--- config.mk ---
export PLATFORM = sky130hd
export DESIGN_NAME = serial_frame_deframer_resync
export DESIGN_NICKNAME = d
export VERILOG_FILES = /design/src/hdl/sfd_pkg.sv /design/src/hdl/sfd_window_ram.sv /design/src/hdl/sfd_out_fifo.sv /design/src/hdl/serial_frame_deframer_resync.sv
export SDC_FILE = /design/constraint.sdc
export NUM_CORES = 1
export LEC_CHECK = 0
export ABC_CLOCK_PERIOD_IN_PS = 7900
export BUFFER_PORTS_ARGS = -buffer_cell sky130_fd_sc_hd__buf_2
export CAP_MARGIN = 20
export CORE_MARGIN = 2
export CORE_UTILIZATION = 40
export CTS_BUF_LIST = sky130_fd_sc_hd__clkbuf_4
export DETAILED_ROUTE_END_ITERATION = 8
export GPL_TIMING_DRIVEN = 1
export PLACE_DENSITY = 0.55
export RECOVER_POWER = 50
export SLEW_MARGIN = 15
export SYNTH_ARGS = -nofsm -noshare
export SYNTH_HDL_FRONTEND = slang
export SYNTH_HIERARCHICAL = 1
export SYNTH_SLANG_ARGS = --single-unit
--- constraint.sdc ---
create_clock -name aclk -period 7.9 [get_ports aclk]
set_input_delay 0.395 -clock aclk [delete_from_list [all_inputs] [get_ports aclk]]
set_output_delay 0.395 -clock aclk [all_outputs]
set_load 0.02 [all_outputs]
--- src/hdl/sfd_pkg.sv ---
// Shared types, constants and codes of the serial frame deframer.
`default_nettype none

package sfd_pkg;

    // Window geometry
    localparam int WIN_DEPTH = 20;
    localparam int WIN_AW    = $clog2(WIN_DEPTH);
    localparam int FILL_W    = $clog2(WIN_DEPTH + 1);

    typedef logic [7:0]        byte_t;
    typedef logic [WIN_AW-1:0] win_addr_t;
    typedef logic [FILL_W-1:0] win_fill_t;

    // Frame lengths in bytes
    localparam win_fill_t LEN_SHORT    = FILL_W'(8);
    localparam win_fill_t LEN_POLL     = FILL_W'(18);
    localparam win_fill_t LEN_POLL_EXT = FILL_W'(20);
    localparam win_fill_t WIN_FULL     = FILL_W'(WIN_DEPTH);

    // Configuration register reset values
    localparam byte_t HEADER_RST  = 8'hEA;
    localparam byte_t TRAILER_RST = 8'h0A;
    localparam byte_t DEVICE_RST  = 8'h01;
    localparam byte_t POLL_RST    = 8'hAA;

    typedef enum logic [1:0] {
        CFG_HEADER  = 2'd0,
        CFG_TRAILER = 2'd1,
        CFG_DEVICE  = 2'd2,
        CFG_POLL    = 2'd3
    } cfg_idx_t;

    typedef enum logic [1:0] {
        KIND_SHORT    = 2'd0,
        KIND_POLL     = 2'd1,
        KIND_POLL_EXT = 2'd2
    } kind_t;

    typedef enum logic [2:0] {
        ST_IDLE,
        ST_HEAD,
        ST_HEAD_W,
        ST_SCAN,
        ST_CMD,
        ST_CHECK,
        ST_EMIT
    } seq_state_t;

    // One result beat
    typedef struct packed {
        byte_t      content_byte;
        logic [3:0] content_index;
        kind_t      frame_kind;
        logic       last_of_frame;
    } beat_t;

    // Output queue status seen by the sequencer
    typedef struct packed {
        logic [1:0] count;
        logic       pop;
    } ofifo_stat_t;

endpackage

`default_nettype wire

--- src/hdl/sfd_window_ram.sv ---
// Byte window memory: one write port, one registered read port.
`default_nettype none

module sfd_window_ram (
    input  wire                logic aclk,
    input  wire                logic wr_en,
    input  wire sfd_pkg::win_addr_t wr_addr,
    input  wire sfd_pkg::byte_t     wr_data,
    input  wire                logic rd_en,
    input  wire sfd_pkg::win_addr_t rd_addr,
    output sfd_pkg::byte_t          rd_data
);
    import sfd_pkg::*;

    byte_t mem [WIN_DEPTH];

    // Write and read in one clocked block, with registered read data
    always_ff @(posedge aclk) begin
        if (wr_en) begin
            mem[wr_addr] <= wr_data;
        end
        if (rd_en) begin
            rd_data <= mem[rd_addr];
        end
    end

endmodule

`default_nettype wire

--- src/hdl/sfd_out_fifo.sv ---
// Two-entry result queue between the sequencer and the output channel.
`default_nettype none

module sfd_out_fifo (
    input  wire                 logic aclk,
    input  wire                 logic aresetn,
    input  wire                 logic push,
    input  wire sfd_pkg::beat_t      push_beat,
    output logic                     m_valid,
    input  wire                 logic m_ready,
    output sfd_pkg::beat_t           m_beat,
    output sfd_pkg::ofifo_stat_t     stat
);
    import sfd_pkg::*;

    beat_t      slot_reg [2];
    logic       wr_ptr_reg, wr_ptr_next;
    logic       rd_ptr_reg, rd_ptr_next;
    logic [1:0] count_reg, count_next;
    logic       pop;

    assign m_valid    = (count_reg != 2'd0);
    assign m_beat     = slot_reg[rd_ptr_reg];
    assign pop        = m_valid && m_ready;
    assign stat.count = count_reg;
    assign stat.pop   = pop;

    // Advance pointers and occupancy
    always_comb begin
        wr_ptr_next = push ? ~wr_ptr_reg : wr_ptr_reg;
        rd_ptr_next = pop ? ~rd_ptr_reg : rd_ptr_reg;
        count_next  = count_reg + {1'b0, push} - {1'b0, pop};
    end

    always_ff @(posedge aclk) begin
        if (!aresetn) begin
            wr_ptr_reg <= 1'b0;
            rd_ptr_reg <= 1'b0;
            count_reg  <= 2'd0;
        end else begin
            wr_ptr_reg <= wr_ptr_next;
            rd_ptr_reg <= rd_ptr_next;
            count_reg  <= count_next;
        end
    end

    // Hold the beat payload
    always_ff @(posedge aclk) begin
        if (push) begin
            slot_reg[wr_ptr_reg] <= push_beat;
        end
    end

    a_no_overflow: assert property (@(posedge aclk) disable iff (!aresetn)
        push |-> (count_reg != 2'd2) || pop)
        else $error("result queue overflow");

    a_count_bound: assert property (@(posedge aclk) disable iff (!aresetn)
        count_reg != 2'd3)
        else $error("result queue count out of range");

endmodule

`default_nettype wire

--- src/hdl/serial_frame_deframer_resync.sv ---
// Serial frame deframer: window sequencer, configuration and top-level ports.
//
// Usage: received bytes enter on the s_ channel (s_valid/s_ready, s_rx_byte).
// Each byte is appended to a 20-byte window held in a one-port-read memory.
// The sequencer then looks for a header byte, waits while a frame is partial,
// checks device code, checksum and trailer, and on success sends the command
// and data bytes as beats on the m_ channel with index, frame kind and a last
// marker. A failed frame loses its first byte and the window is rescanned,
// but a poll frame failed at 18 bytes is first retried at 20 or waits.
// Window bytes are visited one at a time through the single memory read
// port; content beats are issued one per cycle while emitting, unless the
// result queue is full. s_ready is high only while the sequencer is idle.
// Results pass through a two-entry queue, so a stalled receiver holds
// emission but the next byte is still taken once the frame has been queued
// out. Reset empties the window and loads the default header, trailer,
// device and poll codes; memory contents are not cleared. Configuration
// writes (cfg_wr_en, cfg_index, cfg_data) take effect at once.
`default_nettype none

module serial_frame_deframer_resync (
    input  wire  logic       aclk,
    input  wire  logic       aresetn,
    input  wire  logic       s_valid,
    output logic             s_ready,
    input  wire  logic [7:0] s_rx_byte,
    output logic             m_valid,
    input  wire  logic       m_ready,
    output logic [7:0]       m_content_byte,
    output logic [3:0]       m_content_index,
    output logic [1:0]       m_frame_kind,
    output logic             m_last_of_frame,
    input  wire  logic       cfg_wr_en,
    input  wire  logic [1:0] cfg_index,
    input  wire  logic [7:0] cfg_data
);
    import sfd_pkg::*;

    localparam logic [WIN_AW:0] DEPTH_X = (WIN_AW + 1)'(WIN_DEPTH);

    // Map a window offset onto a memory address
    function automatic win_addr_t win_addr(input win_addr_t base, input win_fill_t off);
        logic [WIN_AW:0] s;
        s = {1'b0, base} + {1'b0, WIN_AW'(off)};
        if (s >= DEPTH_X) begin
            s = s - DEPTH_X;
        end
        return s[WIN_AW-1:0];
    endfunction

    // Configuration registers
    byte_t header_reg, trailer_reg, device_reg, poll_reg;

    always_ff @(posedge aclk) begin
        if (!aresetn) begin
            header_reg  <= HEADER_RST;
            trailer_reg <= TRAILER_RST;
            device_reg  <= DEVICE_RST;
            poll_reg    <= POLL_RST;
        end else if (cfg_wr_en) begin
            unique case (cfg_idx_t'(cfg_index))
                CFG_HEADER:  header_reg  <= cfg_data;
                CFG_TRAILER: trailer_reg <= cfg_data;
                CFG_DEVICE:  device_reg  <= cfg_data;
                CFG_POLL:    poll_reg    <= cfg_data;
                default:     header_reg  <= header_reg;
            endcase
        end
    end

    // Sequencer state
    seq_state_t state_reg, state_next;
    win_addr_t  head_reg, head_next;
    win_fill_t  fill_reg, fill_next;
    win_fill_t  cur_reg, cur_next;
    win_fill_t  len_reg, len_next;
    kind_t      kind_reg, kind_next;
    byte_t      sum_reg, sum_next;
    logic       ok_reg, ok_next;
    win_fill_t  e_reg, e_next;
    logic       pend_reg, pend_next;
    win_fill_t  pend_idx_reg, pend_idx_next;

    // Memory and queue interface
    logic        wr_en, rd_en;
    win_addr_t   wr_addr, rd_addr;
    win_fill_t   rd_off;
    byte_t       rd_data;
    logic        push;
    beat_t       push_beat, m_beat;
    ofifo_stat_t ofs;

    win_fill_t   n_content;
    logic [2:0]  occ;
    logic        can_issue;
    logic        term_ok;

    assign n_content = len_reg - FILL_W'(4);
    assign occ       = {1'b0, ofs.count} + {2'b00, pend_reg};
    assign can_issue = (occ < 3'd2) || ((occ == 3'd2) && ofs.pop);
    assign rd_addr   = win_addr(head_reg, rd_off);
    assign wr_addr   = win_addr(head_reg, fill_reg);

    // Per-byte verdict while checking a frame
    always_comb begin
        term_ok = 1'b1;
        if (cur_reg == FILL_W'(1)) begin
            term_ok = (rd_data == device_reg);
        end else if (cur_reg == len_reg - FILL_W'(2)) begin
            term_ok = (rd_data == sum_reg);
        end else if (cur_reg == len_reg - FILL_W'(1)) begin
            term_ok = (rd_data == trailer_reg);
        end
    end

    // Queue a fetched content byte
    always_comb begin
        push                    = pend_reg;
        push_beat.content_byte  = rd_data;
        push_beat.content_index = pend_idx_reg[3:0];
        push_beat.frame_kind    = kind_reg;
        push_beat.last_of_frame = (pend_idx_reg == n_content - FILL_W'(1));
    end

    // Next state and memory accesses
    always_comb begin
        state_next    = state_reg;
        head_next     = head_reg;
        fill_next     = fill_reg;
        cur_next      = cur_reg;
        len_next      = len_reg;
        kind_next     = kind_reg;
        sum_next      = sum_reg;
        ok_next       = ok_reg;
        e_next        = e_reg;
        pend_next     = 1'b0;
        pend_idx_next = pend_idx_reg;
        s_ready       = 1'b0;
        wr_en         = 1'b0;
        rd_en         = 1'b0;
        rd_off        = '0;

        unique case (state_reg)
            ST_IDLE: begin
                s_ready = 1'b1;
                if (s_valid) begin
                    wr_en      = 1'b1;
                    fill_next  = fill_reg + FILL_W'(1);
                    state_next = ST_HEAD;
                end
            end

            ST_HEAD: begin
                if (fill_reg == '0) begin
                    state_next = ST_IDLE;
                end else begin
                    rd_en      = 1'b1;
                    rd_off     = '0;
                    state_next = ST_HEAD_W;
                end
            end

            ST_HEAD_W: begin
                if (rd_data != header_reg) begin
                    // rescan from the second byte
                    if (fill_reg > FILL_W'(1)) begin
                        rd_en      = 1'b1;
                        rd_off     = FILL_W'(1);
                        cur_next   = FILL_W'(1);
                        state_next = ST_SCAN;
                    end else begin
                        fill_next  = '0;
                        state_next = ST_IDLE;
                    end
                end else if (fill_reg < LEN_SHORT) begin
                    state_next = ST_IDLE;
                end else begin
                    rd_en      = 1'b1;
                    rd_off     = FILL_W'(2);
                    state_next = ST_CMD;
                end
            end

            ST_SCAN: begin
                if (rd_data == header_reg) begin
                    // drop the bytes before the header
                    head_next  = win_addr(head_reg, cur_reg);
                    fill_next  = fill_reg - cur_reg;
                    state_next = ST_HEAD;
                end else if (cur_reg + FILL_W'(1) < fill_reg) begin
                    rd_en    = 1'b1;
                    rd_off   = cur_reg + FILL_W'(1);
                    cur_next = cur_reg + FILL_W'(1);
                end else begin
                    fill_next  = '0;
                    state_next = ST_IDLE;
                end
            end

            ST_CMD: begin
                if (rd_data == poll_reg) begin
                    if (fill_reg >= LEN_POLL) begin
                        len_next   = LEN_POLL;
                        kind_next  = KIND_POLL;
                        rd_en      = 1'b1;
                        rd_off     = FILL_W'(1);
                        cur_next   = FILL_W'(1);
                        sum_next   = '0;
                        ok_next    = 1'b1;
                        state_next = ST_CHECK;
                    end else begin
                        state_next = ST_IDLE;
                    end
                end else begin
                    len_next   = LEN_SHORT;
                    kind_next  = KIND_SHORT;
                    rd_en      = 1'b1;
                    rd_off     = FILL_W'(1);
                    cur_next   = FILL_W'(1);
                    sum_next   = '0;
                    ok_next    = 1'b1;
                    state_next = ST_CHECK;
                end
            end

            ST_CHECK: begin
                if ((cur_reg >= FILL_W'(2)) && (cur_reg <= len_reg - FILL_W'(3))) begin
                    sum_next = sum_reg + rd_data;
                end
                if (cur_reg != len_reg - FILL_W'(1)) begin
                    rd_en    = 1'b1;
                    rd_off   = cur_reg + FILL_W'(1);
                    cur_next = cur_reg + FILL_W'(1);
                    ok_next  = ok_reg && term_ok;
                end else if (ok_reg && term_ok) begin
                    e_next     = '0;
                    state_next = ST_EMIT;
                end else if (kind_reg == KIND_POLL) begin
                    // short poll frame failed: try the long form or wait
                    if (fill_reg >= LEN_POLL_EXT) begin
                        len_next  = LEN_POLL_EXT;
                        kind_next = KIND_POLL_EXT;
                        rd_en     = 1'b1;
                        rd_off    = FILL_W'(1);
                        cur_next  = FILL_W'(1);
                        sum_next  = '0;
                        ok_next   = 1'b1;
                    end else begin
                        state_next = ST_IDLE;
                    end
                end else begin
                    rd_en      = 1'b1;
                    rd_off     = FILL_W'(1);
                    cur_next   = FILL_W'(1);
                    state_next = ST_SCAN;
                end
            end

            ST_EMIT: begin
                if ((e_reg < n_content) && can_issue) begin
                    rd_en         = 1'b1;
                    rd_off        = e_reg + FILL_W'(2);
                    pend_next     = 1'b1;
                    pend_idx_next = e_reg;
                    e_next        = e_reg + FILL_W'(1);
                end else if ((e_reg == n_content) && !pend_reg) begin
                    // remove the frame from the window
                    head_next  = win_addr(head_reg, len_reg);
                    fill_next  = fill_reg - len_reg;
                    state_next = ST_HEAD;
                end
            end

            default: state_next = ST_IDLE;
        endcase
    end

    always_ff @(posedge aclk) begin
        if (!aresetn) begin
            state_reg <= ST_IDLE;
            head_reg  <= '0;
            fill_reg  <= '0;
            pend_reg  <= 1'b0;
        end else begin
            state_reg <= state_next;
            head_reg  <= head_next;
            fill_reg  <= fill_next;
            pend_reg  <= pend_next;
        end
    end

    always_ff @(posedge aclk) begin
        cur_reg      <= cur_next;
        len_reg      <= len_next;
        kind_reg     <= kind_next;
        sum_reg      <= sum_next;
        ok_reg       <= ok_next;
        e_reg        <= e_next;
        pend_idx_reg <= pend_idx_next;
    end

    sfd_window_ram u_ram (
        .aclk    (aclk),
        .wr_en   (wr_en),
        .wr_addr (wr_addr),
        .wr_data (s_rx_byte),
        .rd_en   (rd_en),
        .rd_addr (rd_addr),
        .rd_data (rd_data)
    );

    sfd_out_fifo u_ofifo (
        .aclk      (aclk),
        .aresetn   (aresetn),
        .push      (push),
        .push_beat (push_beat),
        .m_valid   (m_valid),
        .m_ready   (m_ready),
        .m_beat    (m_beat),
        .stat      (ofs)
    );

    assign m_content_byte  = m_beat.content_byte;
    assign m_content_index = m_beat.content_index;
    assign m_frame_kind    = m_beat.frame_kind;
    assign m_last_of_frame = m_beat.last_of_frame;

    a_idle_room: assert property (@(posedge aclk) disable iff (!aresetn)
        (state_reg == ST_IDLE) |-> (fill_reg < WIN_FULL))
        else $error("window full while idle");

    a_append: assert property (@(posedge aclk) disable iff (!aresetn)
        (s_valid && s_ready) |=> (fill_reg == $past(fill_reg) + FILL_W'(1)))
        else $error("accepted beat not appended to window");

    a_head_range: assert property (@(posedge aclk) disable iff (!aresetn)
        head_reg < WIN_AW'(WIN_DEPTH))
        else $error("window head out of range");

endmodule

`default_nettype wire

==> impl_metrics.sql <==
INSERT INTO impl_metrics (metric_group, metric, value, unit) VALUES
('final_layout', 'layout.area.seq', '7810', 'µm²'),
('logic_synthesis', 'yosys_register_bits', '277', ''),
('run', 'max_cap_violations', '0', ''),
('worst_hold_path', 'worstHoldPathCells', '3', ''),
('final_layout', 'layout.core_utilization', '44.9', '%'),
('sta', 'skew', '38.4', 'ps'),
('detailed_routing', 'vias', '8719', ''),
('logic_synthesis', 'synthesis.nets', '1172', ''),
('logic_synthesis', 'syn_area_per_cell', '13.0', 'µm²'),
('place', 'routabilityCongestion', '0.898', ''),
('final_layout', 'fillers', '3192', ''),
('critical_path', 'worst_r2r_startpoint', 'len_reg[2]$_SDFFCE_PP1P_', ''),
('sta', 'maximum_frequency_from_static_timing_analysis', '0.154', 'GHz'),
('floorplan', 'initial_core_util', '40.5', '%'),
('sta', 'report.final.hold_viol_count', '0', ''),
('critical_path', 'critical_path_class', 'flip-flop to flip-flop', ''),
('outcome', 'run_status', 'completed', ''),
('sta', 'post-route-period-util', '82.2', '%'),
('detailed_routing', 'detail_route.wl_per_cell', '19.1', 'µm'),
('global_routing', 'grt_max_degree', '49', ''),
('global_routing', 'grt_overflow', '0', ''),
('clock_tree', 'cts_repair_resize_count', '0', ''),
('logic_synthesis', 'synth-warning-count', '6', ''),
('logic_synthesis', 'post_synth_num_cell_types', '79', ''),
('floorplan', 'top_level_i_o_count', '40', ''),
('clock_tree', 'cts.repair_timing.setup_buffer_count', '0', ''),
('power_and_ir_drop', 'ir_drop', '152', 'µV'),
('clock_tree', 'cts_hold_buffers', '8', ''),
('clock_tree', 'tritoncts', 'built', ''),
('logic_synthesis', 'post_synth_main_area_contributors', 'sky130_fd_sc_hd__edfxtp_1, sky130_fd_sc_hd__dfxtp_1, sky130_fd_sc_hd__ha_1', ''),
('logic_synthesis', 'synth-async-reset-ratio', '0', '%'),
('sta', 'sum_neg_setup_slack', '0', 'ps'),
('power_and_ir_drop', 'cellLeakagePower', '5.66', 'nW'),
('logic_synthesis', 'seq_area_frac_synth', '56.0', '%'),
('power_and_ir_drop', 'power_per_cell_area', '315', 'nW/µm²'),
('clock_tree', 'cts.path.max_buffers', '3', ''),
('place', 'dp_hpwl', '22.0', 'mm'),
('worst_hold_path', 'min-delay-start', 'm_ready', ''),
('place', 'io_buffers', '39', ''),
('worst_hold_path', 'min_path_type', 'input pin to flip-flop', ''),
('floorplan', 'die_y', '191', 'µm'),
('logic_synthesis', 'ys_dominant_reg_cell', 'sky130_fd_sc_hd__edfxtp_1', ''),
('final_layout', 'final_layout_size_suffix_gt1_share', '17.3', '%'),
('logic_synthesis', 'yosysTopAreaCellShare', '48.7', '%'),
('detailed_routing', 'drt_drc_violations_left', '0', ''),
('sta', 'drv_slew', '0', ''),
('final_layout', 'finish.net_count', '1260', ''),
('sta', 'max-slew-margin-rel', '12.1', '%'),
('detailed_routing', 'drt-pass1-iter-count', '5', ''),
('clock_tree', 'ctsHtreeMaxLevel', '3', ''),
('floorplan', 'die_footprint', '36400', 'µm²'),
('detailed_routing', 'detail_route.wirelength', '31.8', 'mm'),
('detailed_routing', 'drtAntennaViolNets', '0', ''),
('logic_synthesis', 'synth_enable_flop_cells', '226', ''),
('critical_path', 'data_required_time_at_the_worst_endpoint', '8340', 'ps'),
('critical_path', 'critical_path_arrival', '6940', 'ps'),
('global_routing', 'groute.usage.overall', '17.9', '%'),
('global_routing', 'number_of_global_route_vias_before_repair', '8729', ''),
('logic_synthesis', 'postSynthCellCount', '1070', ''),
('clock_tree', 'clkTransAtPathRegs', '60', 'ps'),
('detailed_routing', 'route.detailed.vias_per_inst', '5.23', ''),
('critical_path', 'worstRegToRegCells', '20', ''),
('critical_path', 'critical_path.startpoint_type', 'flip-flop', ''),
('clock_tree', 'cts_made_buffers', '79', ''),
('critical_path', 'worstSetupStartpoint', 'len_reg[2]$_SDFFCE_PP1P_', ''),
('final_layout', 'areaGrowthSynthToFinish', '11.0', '%'),
('logic_synthesis', 'syn_area', '13900', 'µm²'),
('sta', 'post-route-min-period', '6490', 'ps'),
('global_routing', 'grt_pass1_wl', '49.5', 'mm'),
('floorplan', 'core_region_area', '34500', 'µm²'),
('logic_synthesis', 'synth.top_cells.by_count', 'sky130_fd_sc_hd__edfxtp_1, sky130_fd_sc_hd__nand2_1, sky130_fd_sc_hd__nor2_1', '');
-- stage by stage --
step	setup slack (ps)	total power [mW]	area [µm²]	cells	hold slack (ps)
final	1410	4.87	15500	1667	122
after global routing	881	5.19	15500	1667	72.6
after CTS	1410	4.94	15500	1665	37.7
after detailed placement	1410	3.65	14500	1523	459
after global placement	1630	3.64	14500	1523	455
after floorplan	2460	3.26	13900	1070	445
-- layout make-up --
| class | instances | share of cell area (%) |
|---|---|---|
| flip-flops and latches | 277 | 50.5 |
| well taps | 455 | 3.68 |
| multi-input cells | 696 | 36.6 |
| diodes | 1 | 0.0162 |
| clock buffers | 116 | 5.63 |
| clock inverters | 18 | 0.526 |
| repair buffers | 52 | 1.85 |
| inverters | 52 | 1.26 |
-- layer usage --
layer	GRT usage [%]	share of wire, %	vias to the layer above
met2	29.8	48	236
met4	6.92	2.3	0
met3	3.46	4.5	63
met5	0	0	-
met1	23.0	45	4217
li1	-	-	4203
-- how the worst max path moves through the flow --
stage | endpoint | slack, ps
floorplan | u_ram/rd_data[2]$_DFFE_PP_ | 2460
global placement | u_ram/rd_data[7]$_DFFE_PP_ | 1630
detailed placement | u_ram/rd_data[7]$_DFFE_PP_ | 1410
CTS | u_ram/rd_data[7]$_DFFE_PP_ | 1410
global route | u_ram/rd_data[7]$_DFFE_PP_ | 880
finish | u_ram/rd_data[7]$_DFFE_PP_ | 1410
-- placed cells by master (no fill, tap or decap), drive strengths merged, types with 13 or more instances in the layout --
master	n
xor2	23
clkbuf	133
a21o	16
ha	72
nand3	32
nand2	91
nor2	84
a21oi	41
xnor2	57
o21ai	29
nor2b	13
mux2	16
dfxtp	51
clkinv	13
inv	55
edfxtp	226
mux2i	42
buf	27
mux4	32
-- critical path, cell delays in order (launching register included) --
cell and delay, ps:
sky130_fd_sc_hd__edfxtp_1 610, sky130_fd_sc_hd__inv_1 180, sky130_fd_sc_hd__ha_1 370, sky130_fd_sc_hd__ha_1 310, sky130_fd_sc_hd__o21a_1 100, sky130_fd_sc_hd__o21ai_0 440, sky130_fd_sc_hd__nand3_1 390, sky130_fd_sc_hd__o221ai_1 410
sky130_fd_sc_hd__ha_1 300, sky130_fd_sc_hd__a21o_1 170, sky130_fd_sc_hd__a21oi_1 220, sky130_fd_sc_hd__xnor2_1 240, sky130_fd_sc_hd__ha_1 260, sky130_fd_sc_hd__nand2_1 60, sky130_fd_sc_hd__a221oi_1 580, sky130_fd_sc_hd__mux2i_2 270
sky130_fd_sc_hd__buf_4 370, sky130_fd_sc_hd__mux4_1 340, sky130_fd_sc_hd__mux2_2 280, sky130_fd_sc_hd__a221oi_2 260, sky130_fd_sc_hd__a21oi_1 60
-- logic make-up (layout without fill, tap and decap cells) --
kind of cell             Yosys count  count (layout)  share of synthesized area (%)
flip-flops                       277             277                           56.0
other                              0               1                              0
multiplexers                      90              90                           10.0
buffers and inverters             97             238                           3.53
AND/OR/NAND/NOR                  284             284                           9.61
AO/OA/AOI/OAI                    162             162                           8.14
XOR/XNOR                          81              81                           5.19
adder cells (fa/ha/maj)           79              79                           7.47
-- where the power goes --
part / switching [mW] / internal, mW / total, mW
clock: 0.593 / 0.669 / 1.26
sequential: 0.202 / 1.76 / 1.96
combinational: 0.919 / 0.734 / 1.65
No activity file was read; power rests on OpenSTA's default activity.
